`src/rtl/fspa_pkg.sv`:
```
// Shared types and codes for the fixed slot pool allocator.
package fspa_pkg;

    // Command codes carried in the operation field
    typedef enum logic [1:0] {
        OP_ALLOC = 2'd0,
        OP_FREE  = 2'd1,
        OP_RESET = 2'd2,
        OP_NONE  = 2'd3
    } op_e;

    // Completion codes carried in the status field
    typedef enum logic [1:0] {
        STATUS_OK     = 2'd0,
        STATUS_EMPTY  = 2'd1,
        STATUS_RANGE  = 2'd2,
        STATUS_DOUBLE = 2'd3
    } status_e;

    // Sequencer states
    typedef enum logic [1:0] {
        S_CLEAR = 2'd0,
        S_IDLE  = 2'd1,
        S_EXEC  = 2'd2
    } state_e;

    localparam int unsigned SLOT_IN_W  = 11;
    localparam int unsigned SLOT_OUT_W = 10;

    typedef struct packed {
        logic [1:0]            operation;
        logic [SLOT_IN_W-1:0]  slot_to_free;
    } cmd_t;

    typedef struct packed {
        logic [SLOT_OUT_W-1:0] slot_given;
        logic [1:0]            status;
    } result_t;

    // Result transaction handed from the sequencer to the output register
    typedef struct packed {
        logic    strobe;
        result_t item;
    } res_xfer_t;

endpackage

```
`src/rtl/fspa_ctrl.sv`:
```
// Sequencer: free-list head, slot checks, memory read-modify-write and relink sweep.
module fspa_ctrl #(
    parameter int unsigned POOL_SLOTS = 1024,
    parameter int unsigned SLOT_W     = $clog2(POOL_SLOTS),
    parameter int unsigned LINK_W     = $clog2(POOL_SLOTS + 1)
) (
    input  logic                  clk,
    input  logic                  rst_n,
    input  logic                  start,
    input  fspa_pkg::cmd_t        cmd,
    output logic                  busy,
    output fspa_pkg::res_xfer_t   res_next,
    output logic                  rd_en,
    output logic [SLOT_W-1:0]     rd_addr,
    input  logic [LINK_W:0]       rd_data,
    output logic                  wr_en,
    output logic [SLOT_W-1:0]     wr_addr,
    output logic [LINK_W:0]       wr_data
);

    localparam int unsigned IDX_WIDE_W = SLOT_W + fspa_pkg::SLOT_IN_W;
    localparam logic [IDX_WIDE_W-1:0] POOL_IDX   = IDX_WIDE_W'(POOL_SLOTS);
    localparam logic [LINK_W-1:0]     POOL_LINK  = LINK_W'(POOL_SLOTS);
    localparam logic [SLOT_W-1:0]     LAST_SLOT  = SLOT_W'(POOL_SLOTS - 1);

    fspa_pkg::state_e                 state_reg, state_next;
    logic [LINK_W-1:0]                head_reg, head_next;
    logic [SLOT_W-1:0]                clr_cnt_reg, clr_cnt_next;
    fspa_pkg::op_e                    op_reg, op_next;
    logic [fspa_pkg::SLOT_IN_W-1:0]   idx_reg, idx_next;

    logic                             accept;
    logic [IDX_WIDE_W-1:0]            cmd_idx_wide;
    logic [IDX_WIDE_W-1:0]            reg_idx_wide;
    logic [SLOT_W:0]                  cnt_plus;
    logic [SLOT_W+LINK_W:0]           cnt_plus_wide;
    logic [LINK_W+fspa_pkg::SLOT_IN_W-1:0] idx_link_wide;
    logic [LINK_W+fspa_pkg::SLOT_OUT_W-1:0] head_given_wide;
    logic                             rd_busy_mark;
    logic [LINK_W-1:0]                rd_link;

    assign accept        = start && (state_reg == fspa_pkg::S_IDLE);
    assign busy          = (state_reg != fspa_pkg::S_IDLE);
    assign cmd_idx_wide  = {{SLOT_W{1'b0}}, cmd.slot_to_free};
    assign reg_idx_wide  = {{SLOT_W{1'b0}}, idx_reg};
    assign cnt_plus      = {1'b0, clr_cnt_reg} + 1'b1;
    assign cnt_plus_wide = {{LINK_W{1'b0}}, cnt_plus};
    assign idx_link_wide = {{LINK_W{1'b0}}, idx_reg};
    assign head_given_wide = {{fspa_pkg::SLOT_OUT_W{1'b0}}, head_reg};
    assign rd_busy_mark  = rd_data[LINK_W];
    assign rd_link       = rd_data[LINK_W-1:0];

    always_ff @(posedge clk or negedge rst_n)
    begin
        if (!rst_n)
        begin
            state_reg   <= fspa_pkg::S_CLEAR;
            head_reg    <= '0;
            clr_cnt_reg <= '0;
        end
        else
        begin
            state_reg   <= state_next;
            head_reg    <= head_next;
            clr_cnt_reg <= clr_cnt_next;
        end
    end

    always_ff @(posedge clk)
    begin
        op_reg  <= op_next;
        idx_reg <= idx_next;
    end

    always_comb
    begin
        state_next    = state_reg;
        head_next     = head_reg;
        clr_cnt_next  = clr_cnt_reg;
        op_next       = op_reg;
        idx_next      = idx_reg;
        res_next      = '0;
        rd_en         = 1'b0;
        rd_addr       = head_reg[SLOT_W-1:0];
        wr_en         = 1'b0;
        wr_addr       = clr_cnt_reg;
        wr_data       = {1'b0, cnt_plus_wide[LINK_W-1:0]};

        case (state_reg)
            fspa_pkg::S_CLEAR:
            begin
                // relink entry i to i+1 and mark it free
                wr_en        = 1'b1;
                clr_cnt_next = cnt_plus[SLOT_W-1:0];
                if (clr_cnt_reg == LAST_SLOT)
                begin
                    clr_cnt_next = '0;
                    state_next   = fspa_pkg::S_IDLE;
                end
            end

            fspa_pkg::S_IDLE:
            begin
                if (accept)
                begin
                    op_next  = fspa_pkg::op_e'(cmd.operation);
                    idx_next = cmd.slot_to_free;
                    case (fspa_pkg::op_e'(cmd.operation))
                        fspa_pkg::OP_ALLOC:
                        begin
                            rd_en      = 1'b1;
                            rd_addr    = head_reg[SLOT_W-1:0];
                            state_next = fspa_pkg::S_EXEC;
                        end
                        fspa_pkg::OP_FREE:
                        begin
                            rd_en      = 1'b1;
                            rd_addr    = cmd_idx_wide[SLOT_W-1:0];
                            state_next = fspa_pkg::S_EXEC;
                        end
                        fspa_pkg::OP_RESET:
                        begin
                            res_next.strobe      = 1'b1;
                            res_next.item.status = fspa_pkg::STATUS_OK;
                            head_next            = '0;
                            clr_cnt_next         = '0;
                            state_next           = fspa_pkg::S_CLEAR;
                        end
                        default:
                        begin
                            res_next.strobe      = 1'b1;
                            res_next.item.status = fspa_pkg::STATUS_OK;
                        end
                    endcase
                end
            end

            fspa_pkg::S_EXEC:
            begin
                res_next.strobe = 1'b1;
                state_next      = fspa_pkg::S_IDLE;
                if (op_reg == fspa_pkg::OP_ALLOC)
                begin
                    if (head_reg >= POOL_LINK)
                    begin
                        res_next.item.status = fspa_pkg::STATUS_EMPTY;
                    end
                    else
                    begin
                        // pop head: mark in use, keep its link
                        wr_en     = 1'b1;
                        wr_addr   = head_reg[SLOT_W-1:0];
                        wr_data   = {1'b1, rd_link};
                        head_next = rd_link;
                        res_next.item.slot_given =
                            head_given_wide[fspa_pkg::SLOT_OUT_W-1:0];
                        res_next.item.status = fspa_pkg::STATUS_OK;
                    end
                end
                else
                begin
                    if (reg_idx_wide >= POOL_IDX)
                    begin
                        res_next.item.status = fspa_pkg::STATUS_RANGE;
                    end
                    else if (!rd_busy_mark)
                    begin
                        res_next.item.status = fspa_pkg::STATUS_DOUBLE;
                    end
                    else
                    begin
                        // push slot: clear mark, link to old head
                        wr_en     = 1'b1;
                        wr_addr   = reg_idx_wide[SLOT_W-1:0];
                        wr_data   = {1'b0, head_reg};
                        head_next = idx_link_wide[LINK_W-1:0];
                        res_next.item.status = fspa_pkg::STATUS_OK;
                    end
                end
            end

            default:
            begin
                state_next = fspa_pkg::S_IDLE;
            end
        endcase
    end

endmodule

```
`config.mk`:
```
export PLATFORM = sky130hd
export DESIGN_NAME = fspa_ctrl
export DESIGN_NICKNAME = d
export VERILOG_FILES = /design/src/rtl/fspa_pkg.sv /design/src/rtl/fspa_ctrl.sv
export SDC_FILE = /design/constraint.sdc
export NUM_CORES = 1
export LEC_CHECK = 0
export BUFFER_PORTS_ARGS = -buffer_cell sky130_fd_sc_hd__buf_2
export CAP_MARGIN = 20
export CORE_MARGIN = 2
export CORE_UTILIZATION = 50
export CTS_CLUSTER_SIZE = 20
export DETAILED_ROUTE_END_ITERATION = 10
export HOLD_SLACK_MARGIN = 0.03
export PLACE_DENSITY = 0.85
export SETUP_SLACK_MARGIN = 0.5
export SLEW_MARGIN = 20
export SYNTH_ARGS = -nofsm -noshare
export SYNTH_HDL_FRONTEND = slang
export SYNTH_SLANG_ARGS = --single-unit
```
`constraint.sdc`:
```
create_clock -name clk -period 2.2 [get_ports clk]
set_clock_uncertainty 0.1 [all_clocks]
set_input_delay 0.11 -clock clk [delete_from_list [all_inputs] [get_ports clk]]
set_output_delay 0.11 -clock clk [all_outputs]
set_load 0.02 [all_outputs]
```
==> out/qor.txt, run 1 <==
Peak Freq: 449.7 MHz
Clk sinks: 36
Core area: 0.004723 mm²
Final setup margin: -0.02389 ns
Synthesized netlist net count: 289
#FFs+latches synth: 36
Top-count cell post-synth: nand2_1
Unique masters post-synth: 48
Worst-Skew Late Latency: 0.31 ns
HP Start: start
Syn Inst Count: 257
Relative slew slack: 60.07%
Gr ovfl total: 0
Reg-to-reg slack, setup: 0.05 ns
Initial DRC Count: 473
Max FO, Critical Path: 6
Required @ worst endpoint: 1.99 ns
Count of non-filler cells in the finished layout: 470
Run status: finished with violations
Actual slew at the worst max-slew pin: 0.5989 ns
Area grow syn2layout: 77.50%
Design Power: 4.796 mW
Final GP Congestion: 0.9237
Crit path DAT: 2.01 ns
Die height: 74.04 µm
GRT Overall Usage: 36.97%
Row cnt: 25
Area contributors post-synth: dfrtp_1 (23%), edfxtp_1 (16%), mux2_4 (6.1%)
Synth area leader: dfrtp_1
Syn Area/Cell: 9.542 µm²
FF-to-FF Start: op_reg[1]$_DFFE_PP_
Design area: 0.004353 mm²
Max IR drop VDD: 0.0006034 V
Global-route wire length before repair: 14990 µm
Final hold vios: 0
Slew Viols, Final: 0
Initial Utilization: 51.92%
Placed Cells incl. Taps: 400
Initial antenna violation count: 2
Syn. warnings: 0
Cell area after synthesis: 0.002452 mm²
CTS tree: yes
DRC errors left: 0
CTS HTree Levels: 2
Drt wl/cell: 26.27 µm
R2R cell count: 6
RSZ-0062 raised after global routing: yes
Share of layout cells above drive strength 1: 61.44%
Vias after detailed routing: 3195
Vias in the first global route: 2820
Main flop type after synthesis: dfrtp_1
FF-to-FF End: head_reg[6]$_DFFE_PN0P_
PwrDens: 1102 mW/mm²
CP Capture Type: output pin
WHS: 0.05532 ns
Worst hold path class: input pin to register
Pre-antenna DRT Iters: 5
Dpl cell area: 0.003054 mm²
Failing checks: negative setup slack
Clock Tree Root: clkbuf_8
IO Port Bufs: 75
Period Utilization, post-route: 101.1%
Crit path launch: op_reg[1]$_DFFE_PP_
# setup viols final: 1
Hold depth: 3
Crit Path Category: register to output pin
DIE AREA: 0.005481 mm²
Largest net degree at the start of global routing: 24
CP endpoint: wr_data[7]
Crit start category: register
FFs w/ async S/R, synth: 63.89%
Die X: 74.04 µm
Final Routed Wirelength: 12350 µm
Number of synthesized flops with an enable pin: 13
Worst-path clk slew: 0.07 ns
Most frequent cells after synthesis: nand2_1 (31), dfrtp_1 (23), o21ai_0 (23), a21oi_1 (14), edfxtp_1 (13)
Register area share after synthesis: 39.39%
Ports: 76
Top cell type's share of synthesized area: 23.47%
Final #Nets: 433
Antenna Nets Post-Route: 0
Leakage power: 1.888 nW
Clock Tree Buf Depth: 2
TritonCTS buffer count: 5
Vias per cell: 6.798
Min Clock Period, post-route: 2.224 ns
DP HPWL: 5269 µm
Max_cap viols: 0
## report_power, final
group	internal, mW	total [mW]	switching, mW
registers	0.895	1.19	0.299
clock network	0.223	0.484	0.261
logic	1.49	3.12	1.63
total	2.61	4.80	2.19
## repair_timing
action	in CTS	in global routing
pin swaps	27	37
gates resized for setup	88	106
gates cloned	2	2
hold endpoints to repair	35	0
hold buffers	13	0
endpoints found under the setup margin	63	84
setup buffers	26	18
## cell usage in the layout (no fill, tap or decap), types with 6 or more instances in the layout
master	synthesis	final
a22oi_2	0	8
mux2_4	10	13
edfxtp_1	13	13
dfrtp_2	0	10
buf_6	2	52
o21ai_1	0	14
dlygate4sd3_1	0	13
buf_2	8	37
dfrtp_1	23	13
a221o_1	9	9
and2_4	1	11
mux2_2	11	8
a21oi_1	14	12
nor2_1	9	6
nand2_1	31	29
buf_4	0	44
## worst min-delay path by stage
stage                                             to
after CTS                   state_reg[0]$_DFFE_PN0P_
after detailed placement    state_reg[0]$_DFFE_PN0P_
final                       state_reg[0]$_DFFE_PN0P_
after global placement      state_reg[0]$_DFFE_PN0P_
after global routing        state_reg[0]$_DFFE_PN0P_
after floorplan           clr_cnt_reg[0]$_DFFE_PN0P_
## metrics by stage
step           utilization (%)   TNS, ns  worst slack (ns)
3_3_place_gp             64.66         0            0.1817
4_1_cts                  80.16         0            0.1045
3_5_place_dp             64.66         0            0.1922
5_1_grt                  92.16  -0.01264          -0.01190
2_1_floorplan                -         0            0.3580
6_report                 92.16  -0.02389          -0.02389
## layer usage
metal / GRT usage, % / part of all wire [%]
met4: 22.83 / 8.3
met5: 0 / 0
met2: 59.62 / 45
met3: 6.640 / 13
met1: 46.10 / 34
## layout make-up
type,count,area [µm²]
Clock inverter,1,5.005
Tap cell,67,83.83
Sequential cell,36,978.4
Fill cell,150,370.4
Inverter,9,41.29
Antenna cell,1,2.502
Timing Repair Buffer,152,1351
Multi-Input combinational cell,197,1814
Clock buffer,7,76.32
## critical path: stages, from the launching register on
cell and delay, ns:
edfxtp_1 0.43, or2_4 0.32, buf_6 0.15, nor3b_4 0.28, nor2_1 0.11, a32oi_1 0.22, buf_4 0.19
## cells by family (layout without fill, tap and decap cells)
group	count (synthesis)	in the layout	synth area share, %
mux	23	23	11.99
compound gates	78	80	21.94
fa+ha+maj	4	4	2.041
simple gates	82	83	16.94
xor+xnor	7	7	2.500
other cells	0	1	0
flops	36	36	39.39
buf+inv	27	169	5.204
Power figures use the tool's default switching activity.
==> inputs of run 2 (changes only) <==
Settings changed: SKIP_CTS_REPAIR_TIMING set to 1.
==> run 2 against run 1 <==
The run still ends with negative setup slack left. Wire length decreased by 17%. Final cell count down 5.1%. Fmax decreased by 0.26%. Worst hold slack better by 0.036 ns.
==> out/qor.txt, run 2 (synthesis results as in run 1) <==
Run status: finished with violations
Failing checks: negative setup slack
Final hold vios: 0
Largest net degree at the start of global routing: 24
Area grow syn2layout: 60.77%
Period Utilization, post-route: 101.3%
Die height: 74.04 µm
CTS HTree Levels: 2
Flop pwr share: 27.1%
DR WL met3: 1056 µm
Final setup margin: -0.02963 ns
R2R cell count: 6
Min Clock Period, post-route: 2.230 ns
Initial Utilization: 51.92%
Die X: 74.04 µm
DIE AREA: 0.005481 mm²
DRC errors left: 0
Crit Path Category: register to output pin
Commonest non-fill, non-tap cell in the layout: buf_6
NetSw: 1.890 mW
Worst hold path class: input pin to register
Max_cap viols: 0
# setup viols final: 6
Crit path cell chain: inv_2, ha_4, inv_6, nor3_4, buf_6, nand2_8, mux2_2, buf_2
Max FO, Critical Path: 5
PwrDens: 1069 mW/mm²
Peak Freq: 448.5 MHz
Row cnt: 25
Relative slew slack: 63.22%
Crit start category: register
Clock Tree Root: clkbuf_8
Slew Viols, Final: 0
Leakage power: 1.738 nW
Share of layout cells above drive strength 1: 54.62%
Sum of negative setup slack: -0.05792 ns
Commonest cells after routing, fill and taps aside: buf_6 (40), buf_2 (39), buf_4 (37), nand2_1 (31), dfrtp_1 (14)
Global-route wire length before repair: 11070 µm
Worst-Skew Late Latency: 0.29 ns
Clk sinks: 36
Actual slew at the worst max-slew pin: 0.5517 ns
Max IR drop VDD: 0.0006413 V
RSZ-0062 raised after global routing: yes
Vias after detailed routing: 2910
Vias in the first global route: 2239
Antenna Nets Post-Route: 0
Met2 wire length: 4998 µm
Fillers: 237
Clock Tree Buf Depth: 2
CP max-delay cell: dfrtp_1
Comb pwr share: 61.7%
Crit path launch: state_reg[1]$_DFFE_PN0P_
Met1 wire length: 3700 µm
CTS tree: yes
Int Pwr: 2.326 mW
FF-to-FF Start: op_reg[0]$_DFFE_PP_
Clk pwr share: 11.2%
Initial DRC Count: 650
Crit path DAT: 2.02 ns
IO Port Bufs: 75
DP HPWL: 5269 µm
Vias per cell: 6.525
Initial antenna violation count: 0
Sw Share: 44.83%
HP Start: start
Final GP Congestion: 0.9237
Setup WS pre-CTS: 0.1922 ns
Worst-path clk slew: 0.07 ns
TritonCTS buffer count: 5
Drt wl/cell: 22.93 µm
Gr ovfl total: 0
Final #Nets: 410
Final Routed Wirelength: 10230 µm
Max Used Layer: met4
CP peak stage delay: 0.44 ns
GRT Overall Usage: 26.97%
Required @ worst endpoint: 1.99 ns
CP Capture Type: output pin
Core area: 0.004723 mm²
ANT cells: 0
Ports: 76
Pre-antenna DRT Iters: 5
Hold depth: 3
[run 2: cell count changes in the layout (fill, tap and decap cells not counted), sizes merged]
cell | before | now
diode | 1 | 0
o21a | 4 | 2
clkinv | 1 | 2
buf | 138 | 117
inv | 9 | 8
[run 2: path summary, 6_finish.rpt]
kind	to	slack (ns)
worst min register to register	clr_cnt_reg[8]$_DFFE_PN0P_	0.47
worst max-delay path	rd_addr[8]	-0.03
worst min-delay path	state_reg[0]$_DFFE_PN0P_	0.09
min in group asynchronous	head_reg[8]$_DFFE_PN0P_	0.23
max in group asynchronous	head_reg[10]$_DFFE_PN0P_	1.35
worst max register to register	head_reg[1]$_DFFE_PN0P_	0.10
[run 2: per-layer routing]
layer	GRT usage, %	up-vias
li1	-	1191
met1	37.10	1384
met2	43.45	273
met3	3.388	62
met4	10.71	0
met5	0	-
[run 2: per-stage QoR]
step	hold WS [ns]	cells	instance area, µm²	total power [mW]	utilization (%)
after floorplan	-0.2856	257	2555	2.353	-
after global placement	0.02583	400	3054	2.881	64.66
after detailed placement	0.01875	400	3054	2.922	64.66
after CTS	-0.2949	408	3136	3.393	66.38
after global routing	0.1048	446	3943	4.363	83.47
final	0.09138	446	3943	4.216	83.47
[run 2: worst max-delay path: cells and delay by family (launching register included)]
family                   cells  cell delay, ns
multiplexers                 1            0.29
AND/OR/NAND/NOR              2            0.31
adder cells (fa/ha/maj)      1            0.19
buffers and inverters        4            0.51
flip-flops                   1            0.44
[run 2: cell type report]
| type | count | area, µm² | area share (%) |
|---|---|---|---|
| timing repair buffer | 131 | 1099 | 27.86 |
| inverter | 9 | 43.79 | 1.111 |
| sequential | 36 | 977.2 | 24.79 |
| tap | 67 | 83.83 | 2.126 |
| clock buffer | 7 | 76.32 | 1.936 |
| clock inverter | 1 | 5.005 | 0.1269 |
| multi-input combinational | 195 | 1658 | 42.05 |
[run 2: power groups by stage]
stage,Clock [mW],Sequential [mW],Combinational (mW)
after global placement,0,1.10,1.78
after detailed placement,0,1.11,1.81
after global routing,0.507,1.16,2.70
after floorplan,0,0.996,1.36
final,0.472,1.14,2.60
after CTS,0.473,1.10,1.82
==> inputs of run 3 (changes only) <==
Settings changed: BUFFER_PORTS_ARGS -buffer_cell sky130_fd_sc_hd__buf_2 to unset, CORE_ASPECT_RATIO set to 1.5, DONT_BUFFER_PORTS set to 1, PLACE_DENSITY 0.85 to 0.72.
==> run 3 against run 2 <==
The flow still finishes with violations (negative setup slack). Sequential power about the same. Critical path depth unchanged. Utilization decreased by 9.3 points. Critical endpoint is now wr_data[1]. Flip-flop and latch count unchanged. First-iteration DRC count decreased by 59%. Register-to-register slack about the same. Clock power increased by 28%. Largest power group unchanged. Cell area decreased by 10%.
==> out/qor.txt, run 3 (synthesis results as in run 1) <==
Crit path DAT: 2.00 ns
HP Start: rd_data[7]
Area grow syn2layout: 44.23%
DRC errors left: 0
Crit start category: register
Worst hold path class: input pin to register
Relative slew slack: 71.81%
DP HPWL: 5052 µm
Leakage power: 1.471 nW
Slew Viols, Final: 0
Clock Tree Buf Depth: 2
Clock Tree Root: clkbuf_8
CTS tree: yes
ANT cells: 0
Gr ovfl total: 0
CP peak stage delay: 0.44 ns
Final core utilization: 74.14%
Fillers: 322
Most used cell, CP: buf_4
Die X: 61.18 µm
Min Clock Period, post-route: 2.213 ns
Run status: finished with violations
Initial DRC Count: 265
Core area: 0.004771 mm²
Flop pwr share: 29.4%
Clk sinks: 36
CTS HTree Levels: 2
# setup viols final: 1
Failing checks: negative setup slack
Pre-antenna DRT Iters: 5
Commonest cells after routing, fill and taps aside: buf_4 (41), nand2_1 (29), dfrtp_1 (16), dlygate4sd3_1 (16), o21ai_0 (14)
Ports: 76
NetSw: 1.698 mW
Drt wl/cell: 21.99 µm
Comb pwr share: 55.1%
Commonest non-fill, non-tap cell in the layout: buf_4
Final setup margin: -0.01320 ns
Initial Utilization: 51.40%
Worst-Skew Late Latency: 0.31 ns
Final Routed Wirelength: 8509 µm
Global-route wire length before repair: 10790 µm
Die height: 89.78 µm
Design Power: 3.897 mW
Max IR drop VDD: 0.0006823 V
Final #Nets: 352
Crit path launch: state_reg[0]$_DFFE_PN0P_
DIE AREA: 0.005492 mm²
IO Port Bufs: 0
Dpl cell area: 0.002813 mm²
Vias in the first global route: 2175
Vias per cell: 6.444
Int Pwr: 2.198 mW
Design area: 0.003537 mm²
Max FO, Critical Path: 8
TritonCTS buffer count: 5
Worst-path clk slew: 0.09 ns
Sw Share: 43.59%
Final hold vios: 0
Required @ worst endpoint: 1.99 ns
Period Utilization, post-route: 100.6%
Initial antenna violation count: 0
WP buf/inv: 4
WHS: 0.04371 ns
FF-to-FF Start: state_reg[0]$_DFFE_PN0P_
Vias after detailed routing: 2494
Final GP Congestion: 0.8540
CP delay by family, top: buffers and inverters
Row cnt: 31
Antenna Nets Post-Route: 0
Actual slew at the worst max-slew pin: 0.4189 ns
RSZ-0062 raised after global routing: yes
CP Capture Type: output pin
GRT Overall Usage: 26.15%
Crit Path Category: register to output pin
PwrDens: 1102 mW/mm²
Largest net degree at the start of global routing: 24
Share of layout cells above drive strength 1: 45.79%
Peak Freq: 451.8 MHz
Max_cap viols: 0
Clk pwr share: 15.5%
Crit path cell chain: inv_4, ha_4, buf_4, and3_4, buf_4, a22oi_1, o21ai_1, buf_4
Setup WS pre-CTS: 0.2710 ns
CP max-delay cell: dfrtp_2
run 3: power groups by stage:
stage | Clock (mW) | Combinational [mW] | Sequential (mW)
finish | 0.604 | 2.15 | 1.15
floorplan | 0 | 1.36 | 0.996
detailed placement | 0 | 1.70 | 1.11
global route | 0.629 | 2.26 | 1.17
CTS | 0.592 | 1.70 | 1.09
global placement | 0 | 1.68 | 1.10
run 3: metal layers:
metal	GRT usage (%)	up-vias	share of wire, %
li1	-	1072	-
met1	33.43	1235	36
met2	41.84	151	52
met3	5.468	36	7.4
met4	10.33	0	4.1
met5	0	-	0
run 3: through the flow:
step / setup TNS, ns / std cells
floorplan: 0 / 257
global placement: 0 / 342
detailed placement: 0 / 342
CTS: -0.1225 / 350
global route: -0.3992 / 387
finish: -0.01320 / 387
run 3: worst paths after layout:
kind / slack (ns) / end / depth (start not counted)
worst max-delay path: -0.01 / wr_data[1] / 8
worst min-delay path: 0.04 / head_reg[7]$_DFFE_PN0P_ / 3
worst max register to register: 0.11 / head_reg[4]$_DFFE_PN0P_ / 7
worst min register to register: 0.46 / head_reg[9]$_DFFE_PN0P_ / 1
max in group asynchronous: 1.69 / head_reg[3]$_DFFE_PN0P_ / 2
min in group asynchronous: 0.14 / state_reg[1]$_DFFE_PN0P_ / 2
run 3: worst min-delay path: cells and delay by family:
family | cells | cell delay (ns)
mux | 1 | 0.14
simple gates | 1 | 0.03
compound gates | 1 | 0.12
run 3: final cells by class:
cell class	count	area (µm²)	area share, %
timing repair buffer	74	693.2	19.60
clock inverter	2	35.03	0.9904
sequential	36	974.7	27.56
clock buffer	6	72.57	2.052
multi-input combinational	194	1633	46.16
inverter	9	46.29	1.309
tap	66	82.58	2.335
